==> src/hw/rtl/spq_pkg.sv <==
package spq_pkg;

  // Default number of stored entries.
  localparam int unsigned CapacityDef = 16;

  // A view shows at most this many entries, starting from the head.
  localparam int unsigned ViewLimit = 16;

  typedef enum logic [1:0] {
    OP_INSERT = 2'd0,
    OP_POP    = 2'd1,
    OP_REMOVE = 2'd2,
    OP_VIEW   = 2'd3
  } op_e;

  typedef enum logic [1:0] {
    ST_OK        = 2'd0,
    ST_EMPTY     = 2'd1,
    ST_NOT_FOUND = 2'd2,
    ST_FULL      = 2'd3
  } status_e;

  // One stored entry, as it sits in the entry RAM.
  typedef struct packed {
    logic        [15:0] id;
    logic signed [15:0] prio;
  } entry_t;

endpackage

==> src/hw/rtl/sorted_priority_queue.sv <==
// Sorted priority queue. Holds up to CAPACITY entries (a 16-bit id and a
// signed 16-bit priority each) in a single-port-write RAM, kept in order from
// highest priority down, with equal priorities in arrival order. A command is
// taken on a rising edge with start high and busy low; busy then stays high
// until the command is finished. Results come out on strobe_o for exactly one
// cycle each and cannot be stalled, so the receiver must take every beat as it
// appears; last_o marks the final beat of a command. A refused or trivial
// command (full insert, insert into an empty queue, any command on an empty
// queue) is answered from the idle state and never raises busy. An insert
// walks the queue from the tail, one entry per cycle through the RAM's read
// port, until it finds its slot. Pop and remove scan from the head and then
// shift the tail down one slot per cycle. A view emits one beat per cycle for
// up to 16 entries. The RAM's one write port and its registered read set this
// one-entry-per-cycle pace.
module sorted_priority_queue
  import spq_pkg::*;
#(
  parameter int unsigned CAPACITY = CapacityDef
) (
  input  logic               clk_i,
  input  logic               rst_ni,
  input  logic               start,
  output logic               busy,
  input  logic        [1:0]  opcode_i,
  input  logic        [15:0] task_id_i,
  input  logic signed [15:0] task_priority_i,
  output logic               strobe_o,
  output logic        [1:0]  status_o,
  output logic        [15:0] out_id_o,
  output logic signed [15:0] out_priority_o,
  output logic               last_o
);

  // Index width covers the RAM; count width also holds CAPACITY itself.
  localparam int unsigned IW = (CAPACITY > 1) ? $clog2(CAPACITY) : 1;
  localparam int unsigned CW = $clog2(CAPACITY + 1);
  localparam int unsigned EW = $bits(entry_t);

  typedef enum logic [2:0] {
    S_IDLE,
    S_INS,
    S_INS_HEAD,
    S_FWD,
    S_SHIFT
  } state_e;

  state_e state_q, state_d;
  logic [IW-1:0] idx_q, idx_d;
  logic [CW-1:0] count_q, count_d;
  op_e op_q, op_d;
  entry_t new_q, new_d;

  logic strobe_q, strobe_d;
  status_e status_q, status_d;
  entry_t out_q, out_d;
  logic last_q, last_d;

  // RAM port signals.
  logic          ram_we;
  logic [IW-1:0] ram_waddr;
  entry_t        ram_wdata;
  logic [IW-1:0] ram_raddr;
  logic [EW-1:0] ram_rdata;
  entry_t        rd_entry;

  // Position helpers for the entry whose data arrives this cycle.
  logic [CW-1:0] idx_inc;
  logic          at_tail;
  logic          view_end;

  assign rd_entry = entry_t'(ram_rdata);
  assign idx_inc  = CW'(idx_q) + CW'(1);
  assign at_tail  = (idx_inc == count_q);
  assign view_end = at_tail || ((32'(idx_q) + 32'd1) == 32'(ViewLimit));

  spq_ram #(
    .Width (EW),
    .Depth (CAPACITY)
  ) u_ram (
    .clk_i   (clk_i),
    .we_i    (ram_we),
    .waddr_i (ram_waddr),
    .wdata_i (ram_wdata),
    .raddr_i (ram_raddr),
    .rdata_o (ram_rdata)
  );

  always_comb begin
    state_d   = state_q;
    idx_d     = idx_q;
    count_d   = count_q;
    op_d      = op_q;
    new_d     = new_q;
    strobe_d  = 1'b0;
    status_d  = status_q;
    out_d     = out_q;
    last_d    = last_q;
    ram_we    = 1'b0;
    ram_waddr = idx_q + IW'(1);
    ram_wdata = rd_entry;
    // By default the read port fetches the next entry toward the tail.
    ram_raddr = idx_q + IW'(1);

    case (state_q)
      S_IDLE: begin
        if (start) begin
          op_d  = op_e'(opcode_i);
          new_d = '{id: task_id_i, prio: task_priority_i};
          if (op_e'(opcode_i) == OP_INSERT) begin
            if (count_q == CW'(CAPACITY)) begin
              strobe_d = 1'b1;
              status_d = ST_FULL;
              out_d    = '0;
              last_d   = 1'b1;
            end else if (count_q == '0) begin
              ram_we    = 1'b1;
              ram_waddr = '0;
              ram_wdata = '{id: task_id_i, prio: task_priority_i};
              count_d   = count_q + CW'(1);
              strobe_d  = 1'b1;
              status_d  = ST_OK;
              out_d     = '0;
              last_d    = 1'b1;
            end else begin
              // Start the backward walk at the tail entry.
              ram_raddr = IW'(count_q - CW'(1));
              idx_d     = IW'(count_q - CW'(1));
              state_d   = S_INS;
            end
          end else if (count_q == '0) begin
            strobe_d = 1'b1;
            status_d = ST_EMPTY;
            out_d    = '0;
            last_d   = 1'b1;
          end else begin
            ram_raddr = '0;
            idx_d     = '0;
            state_d   = S_FWD;
          end
        end
      end

      S_INS: begin
        if (rd_entry.prio >= new_q.prio) begin
          // Found the last entry that stays ahead: the new one goes behind it.
          ram_we    = 1'b1;
          ram_wdata = new_q;
          count_d   = count_q + CW'(1);
          strobe_d  = 1'b1;
          status_d  = ST_OK;
          out_d     = '0;
          last_d    = 1'b1;
          state_d   = S_IDLE;
        end else begin
          // Move this entry one slot back and look at the one before it.
          ram_we = 1'b1;
          if (idx_q == '0) begin
            state_d = S_INS_HEAD;
          end else begin
            ram_raddr = idx_q - IW'(1);
            idx_d     = idx_q - IW'(1);
          end
        end
      end

      S_INS_HEAD: begin
        ram_we    = 1'b1;
        ram_waddr = '0;
        ram_wdata = new_q;
        count_d   = count_q + CW'(1);
        strobe_d  = 1'b1;
        status_d  = ST_OK;
        out_d     = '0;
        last_d    = 1'b1;
        state_d   = S_IDLE;
      end

      S_FWD: begin
        if (op_q == OP_VIEW) begin
          strobe_d = 1'b1;
          status_d = ST_OK;
          out_d    = rd_entry;
          last_d   = view_end;
          if (view_end) begin
            state_d = S_IDLE;
          end else begin
            idx_d = idx_q + IW'(1);
          end
        end else if (op_q == OP_POP || rd_entry.id == new_q.id) begin
          strobe_d = 1'b1;
          status_d = ST_OK;
          out_d    = rd_entry;
          last_d   = 1'b1;
          if (at_tail) begin
            count_d = count_q - CW'(1);
            state_d = S_IDLE;
          end else begin
            // Close the gap: every later entry moves one slot forward.
            idx_d   = idx_q + IW'(1);
            state_d = S_SHIFT;
          end
        end else if (at_tail) begin
          strobe_d = 1'b1;
          status_d = ST_NOT_FOUND;
          out_d    = '0;
          last_d   = 1'b1;
          state_d  = S_IDLE;
        end else begin
          idx_d = idx_q + IW'(1);
        end
      end

      S_SHIFT: begin
        ram_we    = 1'b1;
        ram_waddr = idx_q - IW'(1);
        if (at_tail) begin
          count_d = count_q - CW'(1);
          state_d = S_IDLE;
        end else begin
          idx_d = idx_q + IW'(1);
        end
      end

      default: begin
        state_d = S_IDLE;
      end
    endcase
  end

  always_ff @(posedge clk_i or negedge rst_ni) begin
    if (!rst_ni) begin
      state_q  <= S_IDLE;
      count_q  <= '0;
      strobe_q <= 1'b0;
      idx_q    <= '0;
      op_q     <= OP_INSERT;
      new_q    <= '0;
      status_q <= ST_OK;
      out_q    <= '0;
      last_q   <= 1'b0;
    end else begin
      state_q  <= state_d;
      count_q  <= count_d;
      strobe_q <= strobe_d;
      idx_q    <= idx_d;
      op_q     <= op_d;
      new_q    <= new_d;
      status_q <= status_d;
      out_q    <= out_d;
      last_q   <= last_d;
    end
  end

  assign busy           = (state_q != S_IDLE);
  assign strobe_o       = strobe_q;
  assign status_o       = status_q;
  assign out_id_o       = out_q.id;
  assign out_priority_o = out_q.prio;
  assign last_o         = last_q;

endmodule

==> src/hw/rtl/spq_ram.sv <==
module spq_ram #(
  parameter int unsigned Width = 32,
  parameter int unsigned Depth = 16,
  localparam int unsigned AddrW = (Depth > 1) ? $clog2(Depth) : 1
) (
  input  logic             clk_i,
  input  logic             we_i,
  input  logic [AddrW-1:0] waddr_i,
  input  logic [Width-1:0] wdata_i,
  input  logic [AddrW-1:0] raddr_i,
  output logic [Width-1:0] rdata_o
);

  logic [Width-1:0] mem_q [Depth];

  always_ff @(posedge clk_i) begin
    if (we_i) begin
      mem_q[waddr_i] <= wdata_i;
    end
    rdata_o <= mem_q[raddr_i];
  end

endmodule

==> config.mk <==
export PLATFORM = sky130hd
export DESIGN_NAME = sorted_priority_queue
export DESIGN_NICKNAME = d
export VERILOG_FILES = /design/src/hw/rtl/spq_pkg.sv /design/src/hw/rtl/sorted_priority_queue.sv /design/src/hw/rtl/spq_ram.sv
export SDC_FILE = /design/constraint.sdc
export NUM_CORES = 1
export LEC_CHECK = 0
export BUFFER_PORTS_ARGS = -buffer_cell sky130_fd_sc_hd__buf_2
export CORE_MARGIN = 4
export CORE_UTILIZATION = 56
export DETAILED_ROUTE_END_ITERATION = 12
export GPL_ROUTABILITY_DRIVEN = 0
export PLACE_DENSITY = 0.76
export SETUP_SLACK_MARGIN = 0.1
export SKIP_CTS_REPAIR_TIMING = 1
export SLEW_MARGIN = 10
export SYNTH_ARGS = -nofsm -noshare
export SYNTH_HDL_FRONTEND = slang
export SYNTH_SLANG_ARGS = --single-unit
==> constraint.sdc <==
create_clock -name clk_i -period 3.6 [get_ports clk_i]
set_input_delay 0.72 -clock clk_i [delete_from_list [all_inputs] [get_ports clk_i]]
set_output_delay 0.72 -clock clk_i [all_outputs]
set_load 0.005 [all_outputs]
# == Word-level counts from Yosys, hierarchy flattened ==
# Memories as Yosys holds them, arrays and structs flattened. A register that Yosys moved wholly into a read port is not among the register bits.
# Cells that the tools add are included.
# word_totals
ff_bits,82
ram_bits,512
word_cells,159
n_memories,1
# mem_list
name,depth,width,rd,rd_ports_with_merged_regs,wr,line,rtl
u_ram.mem_q,16,32,1,1,1,spq_ram.sv:14,logic [Width-1:0] mem_q [Depth];
# op_classes
addsub,6
order_cmp,1
eq_ne,28
muxes,95
reduce_logical,17
# op_table
cell,count
$mux 32,13
$pmux 32 s4,1
$pmux 32 s3,1
$mux 4,21
$mux 5,8
$mux 3,12
$pmux 5 s5,1
$ne 3x3->1 const B,8
$mux 1,21
$mux 2,9
$ne 2x2->1 const B,9
$eq 16x16->1,1
$ge 16x16->1,1
$pmux 4 s4,1
$reduce_and 8->1,2
$pmux 3 s4,1
$pmux 4 s3,1
$reduce_and 6->1,2
$add 4x1->5 const B,2
$eq 5x5->1 const B,2
$pmux 1 s4,2
$pmux 2 s4,1
$pmux 4 s2,1
$reduce_bool 4->1,2
other kinds (22),24

# == Logic depth before layout (Yosys ltp) ==
# logic_depth
depth_word,8
mapped_depth,15

# == Hierarchy ==
# Synthesis repeated with hierarchy kept, for this count alone.
# unflattened
cells_unflattened,1373
area_unflattened_um2,25022.7
# modules_own_cells
mod,n_inst,cells_per_inst,area_each_um2,seq_area_each_um2
spq_ram,1,838,19835.3,16015.4
sorted_priority_queue,1,535,5187.5,2052.0

# == Worst setup path before layout ==
# OpenSTA, ideal clock, no wires.
# synth_timing
path_type,register -> register
startpoint,register count_q[0]
endpoint,memory u_ram.mem_q[10][0] (enable)
setup_time_ns,0.421
t_arrival_ns,3.348
required_time_ns,3.179
slack_ns,-0.169
path_stages_with_launch,10
n_path_buf,1
cell_sequence,dfrtp_1 > clkbuf_1 > inv_1 > ha_1 > nor4b_1 > and3_1 > o32a_1 > o22ai_1 > nand2_1 > nor2_1
# synth_between
elab_chain_len,8
# synth_rtl
item,line,rtl
from (decl),sorted_priority_queue.sv:49,"logic [CW-1:0] count_q, count_d;"
from (signal assigned),sorted_priority_queue.sv:243,count_q <= count_d;
$logic_not 5->1,sorted_priority_queue.sv:115,end else if (count_q == '0) begin
$mux 1,sorted_priority_queue.sv:115,
$mux 1,sorted_priority_queue.sv:110,if (count_q == CW'(CAPACITY)) begin
$mux 1,sorted_priority_queue.sv:109,if (op_e'(opcode_i) == OP_INSERT) begin
$mux 1,sorted_priority_queue.sv:106,if (start) begin
$pmux 1 s2,sorted_priority_queue.sv:104,case (state_q)
$mux 1,spq_ram.sv:17,if (we_i) begin
$mux 1 (implied by the code),spq_ram.sv:18,mem_q[waddr_i] <= wdata_i;
to (decl),spq_ram.sv:14,
# Parallel ways exist; a longest one is shown, timed or not.

# == Final worst setup path ==
# layout_timing
startpoint,register new_q[11] in the netlist's numbering
endpoint,register u_ram.rdata_o[7] (read register of u_ram.mem_q)
# layout_between
elab_chain_len,3
# layout_rtl
item,line,rtl
from (decl),sorted_priority_queue.sv:51,"entry_t new_q, new_d;"
from (signal assigned),sorted_priority_queue.sv:247,new_q <= new_d;
$ge 16x16->1,sorted_priority_queue.sv:144,if (rd_entry.prio >= new_q.prio) begin
$mux 4,sorted_priority_queue.sv:144,
$pmux 4 s2,sorted_priority_queue.sv:104,
to (decl),spq_ram.sv:11,output logic [Width-1:0] rdata_o
# No other way between the ends.
# A chain may end at the register's enable or synchronous reset.

==> impl_summary.md <==
Outcome
The flow ran to the end, but the final reports show violations. The checks that failed: negative setup slack.

Floorplan
The die boundary width is 230 um. The full die area is 52700 um2. Pin placement for this block handled 74 I/O pins. The height of the die is 230 um.

The number of rows created at floorplan is 80. The initial standard-cell utilization of the core is 57.1%. The area of the core is 48100 um2.

Synthesis
Counting distinct cell types in the post-synthesis netlist gives 76. The commonest register cell after synthesis is edfxtp_1. Dividing the synthesized area by the synthesized cell count gives 13.7 um2.

Yosys mapped a number of flops with a built-in enable equal to 512. The number of register bits inferred by synthesis is 626. Counting flops with an async set or reset pin after synthesis yields a share of 13.1%. Synthesis handed over a netlist of 2013 instances. In this run the cell area of the synthesized design comes to 27500 um2. The number of nets produced by synthesis is 2072. The portion of the post-synthesis area used by sequential elements is 65.8%. The yosys synthesis warning count is 0.

Routing
After detailed routing, the average wire length per cell comes to 28.5 um. The DRC violations left is 0. The violation count after the first detailed-routing iteration is 3434. The via-per-instance ratio is 7.03. For this run, the detailed router's first-pass iteration total came to 6. The residual antenna-violating net count after detailed routing is 0. The total number of vias is 20100. For this block, the routed nets add up to 81700 um of wire.

STA
The number of failing hold endpoints at the final stage is 0. After layout, the worst setup slack is -0.0618 ns. For the pin with the worst max-slew slack, the measured transition is 0.834 ns. The number of max-slew violations in the final report is 0. The maximum clock skew at final layout is 0.0464 ns.

The smallest clock period supported by the final layout is computed as 3.66 ns. After layout, the worst path uses 102% of the clock period. Setup repair after global routing could not meet its margin everywhere. Measured against its own limit, the worst slew margin works out to 44.4%. The total of endpoints with negative setup slack in the final report is 5. For this run, the top clock speed supported by timing is 273 MHz. The tightest hold path in the finished design has a slack of 0.158 ns.

Critical path
The required time at the endpoint of the critical path is 4.11 ns. For the worst setup path, the data arrival time is 4.17 ns. The critical path class is flip-flop to flip-flop. STA classifies the critical path startpoint as a flip-flop. STA classifies the critical path endpoint as a flip-flop. The peak fanout along the critical path is 25. The register-to-register setup slack is -0.06 ns.

Cells and area
Compared with the post-synthesis result, the final layout area differs by 19.1%. Fill cells in the final layout number 3008. The count of antenna diodes in the layout is 0. The share of post-route cells with drive strength above 1 is 24.8%.

The area of all placed cells without fillers is 32700 um2. At the end of the flow, the number of nets in the layout was 2218. Cells fill 68.0% of the core in the end.

Clock tree
No sink is reached through more buffers than the 3 on the longest clock path. The later pin in the worst-skew pair is clocked with a latency of 0.66 ns. The CTS tree is yes. The H-tree was split into 2 levels. Buffers inserted during clock tree synthesis total 60. The post-CTS clock slew at the launch and capture registers of the worst setup and hold paths is 0.08 ns. The number of sinks on the clock net is 626. The cell sitting at the root of the clock tree is a clkbuf_16.

Global route
Entering global routing, the biggest net connects 65 pins. The global-route usage over all layers is 28.7%. The via count of the first global-routing pass came to 18800. The first-pass GRT wire length is 116000 um.

Global routing finished with a remaining overflow of 0. The number of antenna violations at the first check in global routing is 2.

Worst hold path
The path type of the worst min-delay path is primary input to async pin.

Place
Port buffering added 73 buffers. Once placement finished, the instance area stood at 29700 um2. The wire-length estimate of the detail-placed layout is 44200 um.

Flow run
The max-capacitance violation count is 0.
==> synthesized netlist by cell type (all sizes together) (9+ instances only) <==
cell / instances / area, um2
a222oi: 32 / 320
a41oi: 33 / 289
nor3: 12 / 87.6
a32oi: 32 / 280
o21ai: 32 / 160
dfrtp: 82 / 2050
a22o: 33 / 289
o211ai: 132 / 991
edfxtp: 512 / 15400
o31a: 64 / 561
nand4: 138 / 876
clkbuf: 123 / 465
nor2: 35 / 136
nand2: 45 / 169
a21oi: 24 / 120
a211oi: 68 / 510
or4: 34 / 255
dfxtp: 32 / 641
xnor2: 21 / 184
mux2: 85 / 957
ha: 22 / 275
nand3: 10 / 55.1
inv: 191 / 717
buf: 64 / 332
o221ai: 66 / 578
and3: 9 / 56.3
==> placed cells by master (no fill, tap or decap), types with 7 or more instances in the layout <==
master     instances
mux2_2            85
o21ai_0           28
o211ai_1         132
nor2_4            12
a222oi_1          32
nor2_1            20
clkbuf_16         72
inv_2             12
buf_6              9
a22o_1            32
a211oi_1          68
buf_4            127
nor3_1             9
buf_2             72
dfxtp_1           27
clkinv_2          16
clkbuf_1          10
nand3_1            9
o31a_1            64
bufinv_16          8
a21oi_1           19
buf_12            46
ha_4               9
inv_1            179
ha_1              12
o31ai_1            7
or4_1             32
o221ai_1          63
nand4_1          136
xnor2_1           21
nand2_1           45
dfrtp_1           82
a41oi_1           32
edfxtp_1         512
a32oi_1           29
xor2_1             7
==> sequential cells by signal (all words and copies together), names as in the netlist, 3 cells and up <==
signal          count
u_ram.rdata_o      32
out_priority_o     16
idx_q               4
count_q             5
u_ram.mem_q       512
new_q              32
out_id_o           16
state_q             3
==> area by class of cell <==
cell class | count | area, um2 | share of cell area (%)
Clock buffer | 77 | 1650 | 5.03
Clock inverter | 35 | 385 | 1.18
Inverter | 191 | 717 | 2.19
Multi-Input combinational cell | 1009 | 8350 | 25.5
Sequential cell | 626 | 18100 | 55.2
Tap cell | 656 | 821 | 2.51
Timing Repair Buffer | 270 | 2740 | 8.36
Timing Repair inverter | 1 | 5.00 | 0.0153
==> path summary, 6_finish.rpt <==
path                                      to                 from  depth (start not counted)
setup / recovery            u_ram.rdata_o[7]            new_q[11]                         14
hold / removal                      idx_q[2]               rst_ni                          1
setup reg to reg            u_ram.rdata_o[7]            new_q[11]                         14
hold reg to reg                  out_id_o[1]          out_id_o[1]                          1
max in group asynchronous  out_priority_o[5]               rst_ni                          2
min in group clk_i                 new_q[13]  task_priority_i[13]                          3
==> layer usage <==
layer	track usage, %	routed length, um	vias to the layer above
li1	-	-	8369
met1	40.9	30000	9884
met2	43.7	37300	1614
met3	6.98	11400	263
met4	10.1	2990	2
met5	0	12	-
==> per-stage QoR <==
step | TNS, ns | worst slack (ns) | std cells
detailed placement | -5.10 | -0.266 | 2702
global route | -2.24 | -0.113 | 2865
CTS | -9.76 | -0.296 | 2814
finish | -0.132 | -0.0618 | 2865
floorplan | -38.30 | -0.169 | 2013
global placement | -3.19 | -0.196 | 2702
==> kinds of logic (layout without fill, tap and decap cells) <==
group           after synthesis  after routing  synth area share, %
compound gates              559            559                 16.3
xor+xnor                     29             29                0.979
fa+ha+maj                    22             22                 1.00
buf+inv                     378            574                 5.51
flops                       626            626                 65.8
mux                          88             88                 3.59
simple gates                311            311                 6.89
==> worst max-delay path, stage by stage (launching register included) <==
cell      delay [ns]
dfrtp_1         0.37
inv_1           0.16
ha_4            0.25
a21oi_2         0.16
o21ai_2         0.10
a221oi_4        0.46
buf_6           0.18
a22oi_2         0.08
buf_4           0.16
nor3_4          0.24
buf_12          0.18
buf_12          0.17
a211oi_1        0.09
or4_4           0.51
a32oi_4         0.39
Power is not shown: default switching activity piles up to over one toggle a cycle in this logic, so the estimate is an artifact.
